==> src/sv/sfo_pkg.sv <==
// Shared constants, widths and control structures of the spectral flux onset unit.
package sfo_pkg;

    localparam int BINS        = 1024;
    localparam int SAMPLE_BITS = 16;

    localparam int CFG_W   = 11;
    localparam int FLUX_W  = 26;
    localparam int ADDR_W  = $clog2(BINS);
    localparam int POS_W   = $clog2(BINS + 1);
    localparam int CMP_W   = (POS_W > CFG_W) ? POS_W : CFG_W;
    localparam int MAG_W   = SAMPLE_BITS;
    localparam int RAD_W   = 2 * SAMPLE_BITS;
    localparam int REM_W   = SAMPLE_BITS + 2;
    localparam int STEP_W  = $clog2(SAMPLE_BITS);

    localparam logic [CFG_W-1:0]  BINS_USED_RESET = CFG_W'(1024);
    localparam logic [FLUX_W-1:0] FLUX_MAX        = {FLUX_W{1'b1}};

    typedef struct packed {
        logic clear_step;
        logic load;
        logic root_init;
        logic root_step;
        logic update;
        logic emit;
    } sfo_cmd_t;

    typedef struct packed {
        logic clear_done;
        logic root_done;
        logic last;
        logic out_free;
    } sfo_status_t;

endpackage

==> src/sv/sfo_ctrl.sv <==
// Controller state machine that sequences the clearing pass and the per-bin work.
module sfo_ctrl
    import sfo_pkg::*;
(
    input  logic        clk,
    input  logic        rst_n,
    input  logic        in_valid,
    output logic        in_stall,
    input  sfo_status_t status,
    output sfo_cmd_t    cmd
);

    typedef enum logic [2:0] {
        ST_CLEAR,
        ST_IDLE,
        ST_INIT,
        ST_ROOT,
        ST_UPDATE,
        ST_EMIT
    } state_t;

    state_t state_reg;
    state_t state_next;

    always_comb
    begin
        state_next = state_reg;
        cmd        = '0;
        in_stall   = 1'b1;
        unique case (state_reg)
            ST_CLEAR:
            begin
                cmd.clear_step = 1'b1;
                if (status.clear_done)
                begin
                    state_next = ST_IDLE;
                end
            end
            ST_IDLE:
            begin
                in_stall = 1'b0;
                cmd.load = in_valid;
                if (in_valid)
                begin
                    state_next = ST_INIT;
                end
            end
            ST_INIT:
            begin
                cmd.root_init = 1'b1;
                state_next    = ST_ROOT;
            end
            ST_ROOT:
            begin
                cmd.root_step = 1'b1;
                if (status.root_done)
                begin
                    state_next = ST_UPDATE;
                end
            end
            ST_UPDATE:
            begin
                cmd.update = 1'b1;
                state_next = status.last ? ST_EMIT : ST_IDLE;
            end
            ST_EMIT:
            begin
                // The sum is handed over only once the output register can take it.
                cmd.emit = status.out_free;
                if (status.out_free)
                begin
                    state_next = ST_IDLE;
                end
            end
            default:
            begin
                state_next = ST_CLEAR;
            end
        endcase
    end

    always_ff @(posedge clk or negedge rst_n)
    begin
        if (!rst_n)
        begin
            state_reg <= ST_CLEAR;
        end
        else
        begin
            state_reg <= state_next;
        end
    end

endmodule

==> config.mk <==
export PLATFORM = sky130hd
export DESIGN_NAME = sfo_ctrl
export DESIGN_NICKNAME = d
export VERILOG_FILES = /design/src/sv/sfo_pkg.sv /design/src/sv/sfo_ctrl.sv
export SDC_FILE = /design/constraint.sdc
export NUM_CORES = 1
export LEC_CHECK = 0
export BUFFER_PORTS_ARGS = -buffer_cell sky130_fd_sc_hd__buf_2
export CAP_MARGIN = 0
export CORE_AREA = 2 2 39 41
export DETAILED_ROUTE_END_ITERATION = 12
export DIE_AREA = 0 0 41 43
export GPL_ROUTABILITY_DRIVEN = 0
export GPL_TIMING_DRIVEN = 0
export PLACE_DENSITY_LB_ADDON = 0.25
export RECOVER_POWER = 50
export SYNTH_ARGS = -nofsm -noshare
export SYNTH_HDL_FRONTEND = slang
export SYNTH_SLANG_ARGS = --single-unit
==> constraint.sdc <==
create_clock -name clk -period 2 [get_ports clk]
set_input_delay 0.1 -clock clk [delete_from_list [all_inputs] [get_ports clk]]
set_output_delay 0.1 -clock clk [all_outputs]
set_load 0.01 [all_outputs]
==> results of run 1 <==
## cell usage in the layout, fill, tap and decap left out
master / synthesis / routed
nand2b_1: 3 / 3
a311oi_2: 1 / 1
a21oi_2: 1 / 1
buf_2: 0 / 12
a22oi_1: 1 / 1
dfrtp_1: 3 / 3
clkbuf_4: 0 / 3
o22ai_1: 1 / 1
nor3_1: 2 / 2
dlygate4sd3_1: 0 / 1
nand2_1: 4 / 4
inv_1: 1 / 1
o21ai_0: 2 / 2
nor2_1: 5 / 5
clkbuf_1: 0 / 3
## per-stage QoR
stage	cell area, µm²	std cells
floorplan	200.2	25
global placement	285.3	54
detailed placement	285.3	54
CTS	321.6	59
global route	312.8	59
finish	312.8	59
## cell families (layout without fill, tap and decap cells)
family | after synthesis | in the layout
simple gates | 14 | 14
compound gates | 6 | 6
buf+inv | 2 | 20
flops | 3 | 3
## per-layer routing
layer | GRT usage (%) | part of all wire, %
met5 | 0 | 0
met4 | 6.000 | 2.8
met3 | 6.806 | 11
met2 | 8.438 | 40
met1 | 10.06 | 46
## critical path, cell delays in order, from the launching register on
cell,delay [ps]
dfrtp_1,370
clkbuf_1,350
nand2_1,120
nor2_1,100
buf_2,130
## power groups by stage
stage | sequential [µW] | combinational [µW] | clock (µW)
floorplan | 133 | 191 | 0
global placement | 148 | 273 | 0
detailed placement | 147 | 272 | 0
CTS | 147 | 275 | 113
global route | 152 | 289 | 120
finish | 145 | 256 | 109
## worst max-delay path by stage
| stage | startpoint | endpoint | slack [ps] |
|---|---|---|---|
| 3_3_place_gp | state_reg[1]$_DFFE_PN0P_ | cmd[0] | 970 |
| 3_5_place_dp | state_reg[1]$_DFFE_PN0P_ | cmd[0] | 990 |
| 2_1_floorplan | state_reg[1]$_DFFE_PN0P_ | cmd[0] | 1090 |
| 5_1_grt | state_reg[0]$_DFFE_PN0P_ | cmd[0] | 460 |
| 6_report | state_reg[0]$_DFFE_PN0P_ | cmd[0] | 600 |
| 4_1_cts | state_reg[1]$_DFFE_PN0P_ | cmd[0] | 720 |
## final cells by class
type                       count  area, µm²
buffer                         1      3.754
clock buffer                   4      26.28
fill                         162       1071
inverter                       1      3.754
multi-input combinational     20      110.1
sequential                     3      75.07
tap                           16      20.02
timing repair buffer          14      73.82
==> impl_metrics.json, run 1 <==
{
  "yosysMostFrequentCell": "nor2_1",
  "cts_tree": "done",
  "post_cts_buffers": 0,
  "max_slew_margin_pct": 72.80,
  "muxShareOfSynthArea_pct": 0,
  "n_antenna_cell": 0,
  "cts_sinks": 3,
  "core_um2": 1384,
  "ant_nets": 0,
  "largest_reg_flops": 3,
  "finalCritPeriodShare_pct": 70.08,
  "die_x_um": 41,
  "drive_above_1_share_pct": 39.53,
  "finClkSkew_ps": 4.299,
  "setup_ws_ps": 598.5,
  "ys_warn_count": 0,
  "grt_max_degree": 11,
  "holdBufCountCts": 1,
  "wire_per_inst_um": 9.017,
  "synthAdderAreaFrac_pct": 0,
  "fin_nets": 51,
  "p_leak_uw": 0.0001591,
  "async_reset_ff_share_pct": 100.0,
  "finalPower_uw": 509.8,
  "h-tree-depth": 1,
  "slew_viol_final": 0,
  "worstHoldStart": "status[2]",
  "synth_top_area_cell": "dfrtp_1",
  "hold_viol_final": 0,
  "numCtsBuffers": 3,
  "switching_share_pct": 44.86,
  "ctsResizeCount": 0,
  "r2r-end": "state_reg[0]$_DFFE_PN0P_",
  "grt_pass1_vias": 193,
  "synth_edf_count": 0,
  "worstSetupStartpointType": "flip-flop",
  "powerDensity_nw_per_um2": 1630,
  "synthFlopType": "dfrtp_1",
  "grt_usage_pct": 8.056,
  "drt_iter0_drc": 7,
  "hold_end": "state_reg[1]$_DFFE_PN0P_",
  "comb_power_share_pct": 50.1,
  "dr.pass1.iters": 4,
  "syn_inst": 25,
  "synth_common_cells": "nor2_1, nand2_1, dfrtp_1, nand2b_1",
  "synthDistinctLibCells": 12,
  "whs_ps": 97.84,
  "setup_viol": 0,
  "io_pins": 14,
  "ys_ff_latch": 3,
  "cts_root_buf": "clkbuf_4",
  "holdPathStages": 2,
  "fin_crit_ps": 1402,
  "clk_path_buf_depth": 2,
  "p_sw_uw": 228.7,
  "synth_compound_area_share_pct": 23.75,
  "reg2reg_setup_slack_ps": 820,
  "synth_top_family_by_area": "simple AND/OR/NAND/NOR gates",
  "dp_hpwl_um": 393.8,
  "ir_worst_vdd_v": 0.0005369,
  "synth_nets": 32,
  "fin_util_pct": 22.60,
  "yosys.area_share.xor_xnor_pct": 0,
  "clkTransAtPathRegs_ps": 40,
  "syn_avg_cell_area_um2": 8.008,
  "hold_class": "in -> reg",
  "drc": 0,
  "status": "finished, final reports clean",
  "worstMarginPinSlew_ps": 408.0,
  "dieArea_um2": 1763,
  "synth_area_leaders": "dfrtp_1, nand2b_1, nor2_1",
  "areaGrowthSynthToFinish_pct": 56.25,
  "ff2ff_path_depth": 3,
  "crit_type": "reg -> out",
  "grt_overflow": 0,
  "p_int_uw": 281.1,
  "critPathRequiredTime_ps": 1900,
  "port_buffers": 13,
  "timing.fmax_mhz": 713.5,
  "rr_startpoint": "state_reg[0]$_DFFE_PN0P_",
  "num_vias": 234,
  "synth-seq-area-share_pct": 37.50,
  "drv_cap": 0,
  "wl_um": 532,
  "start_util_pct": 14.47,
  "p_clk_share_pct": 21.4,
  "clock_latency_ps": 240,
  "synthesis.area_um2": 200.2,
  "dp_slack_ps": 994.0,
  "rsz0062_at_grt": "no",
  "synthDominantCellAreaShare_pct": 37.50,
  "arrival_ps": 1300,
  "finalSetupTns_ps": 0,
  "via_per_inst": 3.966,
  "seq_power_share_pct": 28.4,
  "synth-simple-area-share_pct": 31.25,
  "rows": 14,
  "antenna_found_initial": 0,
  "cp_max_fo": 10,
  "die_h_um": 43,
  "end_kind": "primary output",
  "grt_pass1_wl_um": 862
}
No activity file was read; power rests on OpenSTA's default activity.
==> inputs of run 2 (changes only) <==
Clock period 2 ns to 1.43 ns, I/O delays scaled along.
==> run 2 against run 1 <==
Net effect: final area up 2.4%; wire length unchanged; cell count unchanged; critical endpoint unchanged; largest cell class unchanged; largest power group unchanged.
==> impl_metrics.json, run 2 (synthesized netlist as in run 1, its figures left out) <==
{
  "arrival_ps": 1170,
  "crit_type": "reg -> out",
  "worstSetupStartpointType": "flip-flop",
  "layout_common_cells": "buf_2, nor2_1, nand2_1",
  "worstMarginPinSlew_ps": 274.0,
  "end_kind": "primary output",
  "final_common_cell": "buf_2",
  "cpPeakStageDelay_ps": 460,
  "p_leak_uw": 0.0001640,
  "ir_worst_vdd_v": 0.0007684,
  "grt_usage_pct": 8.056,
  "h-tree-depth": 1,
  "comb_power_share_pct": 51.4,
  "post_cts_buffers": 0,
  "port_buffers": 13,
  "largest_reg_flops": 3,
  "grt_overflow": 0,
  "grt_pass1_wl_um": 862,
  "p_clk_share_pct": 20.7,
  "io_pins": 14,
  "dp_hpwl_um": 393.8,
  "start_util_pct": 14.47,
  "status": "finished, final reports clean",
  "max_slew_margin_pct": 81.73,
  "drv_cap": 0,
  "clk_path_buf_depth": 2,
  "p_int_uw": 413.1,
  "numCtsBuffers": 3,
  "cts_tree": "done",
  "powerDensity_nw_per_um2": 2296,
  "grt_max_degree": 11,
  "whs_ps": 68.88,
  "slowest_stage": "dfrtp_1",
  "clock_latency_ps": 240,
  "wl_um": 532,
  "switching_share_pct": 43.83,
  "ant_nets": 0,
  "p_sw_uw": 322.4,
  "drive_above_1_share_pct": 41.86,
  "clkTransAtPathRegs_ps": 40,
  "setup_viol": 0,
  "fin_nets": 51,
  "cts_root_buf": "clkbuf_4",
  "antenna_found_initial": 0,
  "critPathRequiredTime_ps": 1360,
  "die_x_um": 41,
  "grt_pass1_vias": 193,
  "slew_viol_final": 0,
  "dieArea_um2": 1763,
  "finalCritPeriodShare_pct": 86.50,
  "dr.pass1.iters": 4,
  "hold_viol_final": 0,
  "areaGrowthSynthToFinish_pct": 60.00,
  "die_h_um": 43,
  "fin_util_pct": 23.15,
  "finalSetupTns_ps": 0,
  "via_per_inst": 4.000,
  "rows": 14,
  "timing.fmax_mhz": 808.4,
  "cts_sinks": 3,
  "core_um2": 1384,
  "wire_per_inst_um": 9.017,
  "finClkSkew_ps": 3.845,
  "seq_power_share_pct": 27.9,
  "n_antenna_cell": 0,
  "cp_max_fo": 8,
  "drc": 0,
  "path_cells": "nand2b_1, nor2_1, buf_2",
  "hold_class": "in -> reg",
  "drt_iter0_drc": 7,
  "rsz0062_at_grt": "no",
  "fin_crit_ps": 1237,
  "num_vias": 236
}
## run 2: changes by cell type in the layout (fill, tap and decap cells not counted)
| cell | delta |
|---|---|
| clkbuf_1 | -1 |
| buf_6 | +1 |
## run 2: area by class of cell
type	count	area (µm²)
inverters	1	3.754
multi-input cells	20	110.1
repair buffers	14	73.82
well taps	16	20.02
flip-flops and latches	3	75.07
plain buffers	1	11.26
fillers	162	1064
clock buffers	4	26.28
## run 2: metrics by stage
step	area [µm²]	power [µW]	worst slack (ps)	std cells
floorplan	200.2	452.7	546.9	25
detailed placement	285.3	585.9	452.5	54
global route	320.3	807.9	119.4	59
global placement	285.3	588.1	430.6	54
CTS	321.6	748.7	180.5	59
finish	320.3	735.5	193.0	59
## run 2: timing repair
action | CTS | global route
hold endpoints to repair | 3 | 0
resized for setup | 0 | 0
hold buffers | 1 | 0
setup endpoints to repair | 0 | 0
## run 2: power groups by stage
stage | sequential, µW | clock, µW | combinational [µW]
6_report | 205 | 152 | 378
5_1_grt | 215 | 168 | 424
4_1_cts | 206 | 158 | 384
3_5_place_dp | 206 | 0 | 380
3_3_place_gp | 207 | 0 | 381
2_1_floorplan | 185 | 0 | 267
## run 2: path summary, 6_finish.rpt
path | startpoint | to | slack [ps] | cells after the start
max | state_reg[1]$_DFFE_PN0P_ | cmd[0] | 190 | 3
min | status[2] | state_reg[1]$_DFFE_PN0P_ | 70 | 2
max reg2reg | state_reg[0]$_DFFE_PN0P_ | state_reg[0]$_DFFE_PN0P_ | 460 | 3
min reg2reg | state_reg[2]$_DFFE_PN0P_ | state_reg[1]$_DFFE_PN0P_ | 560 | 1
max in group asynchronous | rst_n | state_reg[0]$_DFFE_PN0P_ | 1100 | 2
min in group asynchronous | rst_n | state_reg[1]$_DFFE_PN0P_ | 170 | 2
## run 2: routing by layer
layer / track usage, % / part of all wire, % / vias to the layer above
met3: 6.806 / 11 / 4
met5: 0 / 0 / -
li1: - / - / 125
met4: 6.000 / 2.8 / 0
met2: 8.438 / 39 / 11
met1: 10.06 / 47 / 96
## run 2: critical path: cells and delay by family, from the launching register on
family                 cells  cell delay [ps]
buffers and inverters      1              130
flip-flops                 1              460
AND/OR/NAND/NOR            2              330
==> inputs of run 3 (changes only) <==
Settings changed: RECOVER_POWER 50 to default.
==> run 3 against run 2 <==
Net effect: sequential power about the same; final area up 0.39%; sequential cell count unchanged; sequential share of layout area down 0.091 points; critical endpoint unchanged; count of clock-buffer cells in the layout unchanged; critical path type unchanged; core utilization up 0.090 points; maximum frequency unchanged; critical path depth unchanged; wire length up 0.38%; clock skew unchanged; largest cell class unchanged; cell count unchanged.
==> impl_metrics.json, run 3 (synthesized netlist as in run 1, its figures left out) <==
{
  "status": "finished, final reports clean",
  "fill_cells": 164,
  "reg2reg_setup_slack_ps": 460,
  "cp_max_fo": 8,
  "arrival_ps": 1170,
  "critPathRequiredTime_ps": 1360,
  "layout_common_cells": "buf_2, nor2_1, nand2_1",
  "clk_path_buf_depth": 2,
  "finalSetupTns_ps": 0,
  "finalCritPeriodShare_pct": 86.50,
  "wire_per_inst_um": 9.051,
  "clock_latency_ps": 240,
  "via_per_inst": 4.000,
  "hold_end": "state_reg[1]$_DFFE_PN0P_",
  "start_util_pct": 14.47,
  "timing.fmax_mhz": 808.4,
  "hold_class": "in -> reg",
  "fin_crit_ps": 1237,
  "final_common_cell": "buf_2",
  "drt_iter0_drc": 7,
  "antenna_found_initial": 0,
  "grt_pass1_wl_um": 862,
  "gr-usage-met1_pct": 10.06,
  "core_um2": 1384,
  "rr_startpoint": "state_reg[0]$_DFFE_PN0P_",
  "grt_max_degree": 11,
  "use_met2_pct": 8.438,
  "dieArea_um2": 1763,
  "drv_cap": 0,
  "p_leak_uw": 0.0001667,
  "grt_usage_pct": 8.056,
  "clkTransAtPathRegs_ps": 40,
  "finClkSkew_ps": 3.845,
  "powerDensity_nw_per_um2": 2288,
  "cts_root_buf": "clkbuf_4",
  "hold_viol_final": 0,
  "setup_ws_ps": 193.0,
  "path_cells": "nand2b_1, nor2_1, buf_2",
  "die_x_um": 41,
  "placed_area_um2": 285.3,
  "grt_pass1_vias": 193,
  "ff2ff_path_depth": 3,
  "grt_overflow": 0,
  "dp_slack_ps": 452.5,
  "holdPathStages": 2,
  "worstMarginPinSlew_ps": 274.0,
  "die_h_um": 43,
  "num_vias": 236,
  "wl_um": 534,
  "crit_type": "reg -> out",
  "rsz0062_at_grt": "no",
  "ant_nets": 0,
  "worstSetupStartpointType": "flip-flop",
  "port_buffers": 13,
  "post_cts_buffers": 0,
  "dp_hpwl_um": 393.8,
  "drc": 0,
  "use_met3_pct": 6.806,
  "final_cell_area_um2": 321.6,
  "drive_above_1_share_pct": 44.19,
  "worstHoldStart": "status[2]",
  "max_slew_margin_pct": 81.73,
  "critical_path.top_delay_family": "flip-flops",
  "slew_viol_final": 0,
  "fin_nets": 51,
  "areaGrowthSynthToFinish_pct": 60.62,
  "top_usage_layer": "met1",
  "setup_viol": 0,
  "rows": 14,
  "numCtsBuffers": 3,
  "cpPeakStageDelay_ps": 460,
  "n_antenna_cell": 0,
  "dr.pass1.iters": 4,
  "ir_worst_vdd_v": 0.0007688,
  "r2r-end": "state_reg[0]$_DFFE_PN0P_",
  "cts_tree": "done",
  "end_kind": "primary output",
  "cts_sinks": 3,
  "cp_num_buf_inv": 1,
  "slowest_stage": "dfrtp_1",
  "io_pins": 14,
  "h-tree-depth": 1,
  "largest_reg_flops": 3
}
## run 3: changes by cell type in the layout (fill, tap and decap cells not counted), sizes merged
cell and delta:
buf +1, clkbuf -1
## run 3: repair_timing
action	4_1_cts	5_1_grt
resized for setup	0	0
endpoints found under the hold margin	3	0
hold buffers	1	0
## run 3: routing by layer
layer | part of all wire, % | vias to the layer above | wire, µm
met2 | 39 | 11 | 210
met1 | 47 | 96 | 250
met4 | 2.8 | 0 | 15
met3 | 11 | 4 | 58
met5 | 0 | - | 0
li1 | - | 125 | -
## run 3: final cells by class
cell class              instances  area (µm²)  area share [%]
clock buffers                   4       26.28           8.171
inverters                       1       3.754           1.167
repair buffers                 14       75.07           23.35
flip-flops and latches          3       75.07           23.35
multi-input cells              20       110.1           34.24
well taps                      16       20.02           6.226
plain buffers                   1       11.26           3.502
## run 3: through the flow
| stage | hold WS (ps) | std cells | power, µW | utilization [%] |
|---|---|---|---|---|
| finish | 68.88 | 59 | 735.8 | 23.24 |
| global route | 79.62 | 59 | 808.2 | 23.24 |
| CTS | 70.80 | 59 | 748.7 | 23.24 |
| detailed placement | -131.4 | 54 | 585.9 | 20.61 |
| global placement | -129.5 | 54 | 588.1 | 20.61 |
| floorplan | -224.1 | 25 | 452.7 | - |
## run 3: worst register-to-register path, cell delays in order (launching register included)
cell	delay, ps
dfrtp_1	400
buf_6	150
o21ai_0	170
a22oi_1	110
## run 3: worst max path at each step
stage,startpoint,cells past startpoint,to,slack (ps)
6_report,state_reg[1]$_DFFE_PN0P_,3,cmd[0],190
5_1_grt,state_reg[1]$_DFFE_PN0P_,3,cmd[0],120
4_1_cts,state_reg[1]$_DFFE_PN0P_,3,cmd[0],180
3_5_place_dp,state_reg[1]$_DFFE_PN0P_,3,cmd[0],450
3_3_place_gp,state_reg[1]$_DFFE_PN0P_,3,cmd[0],430
2_1_floorplan,state_reg[0]$_DFFE_PN0P_,3,state_reg[0]$_DFFE_PN0P_,550
## run 3: power by group
part / internal [µW] / switching, µW / leakage (µW)
registers: 129 / 76.7 / 0.0000361
clock network: 105 / 47.3 / 0.0000150
logic: 180 / 198 / 0.000116
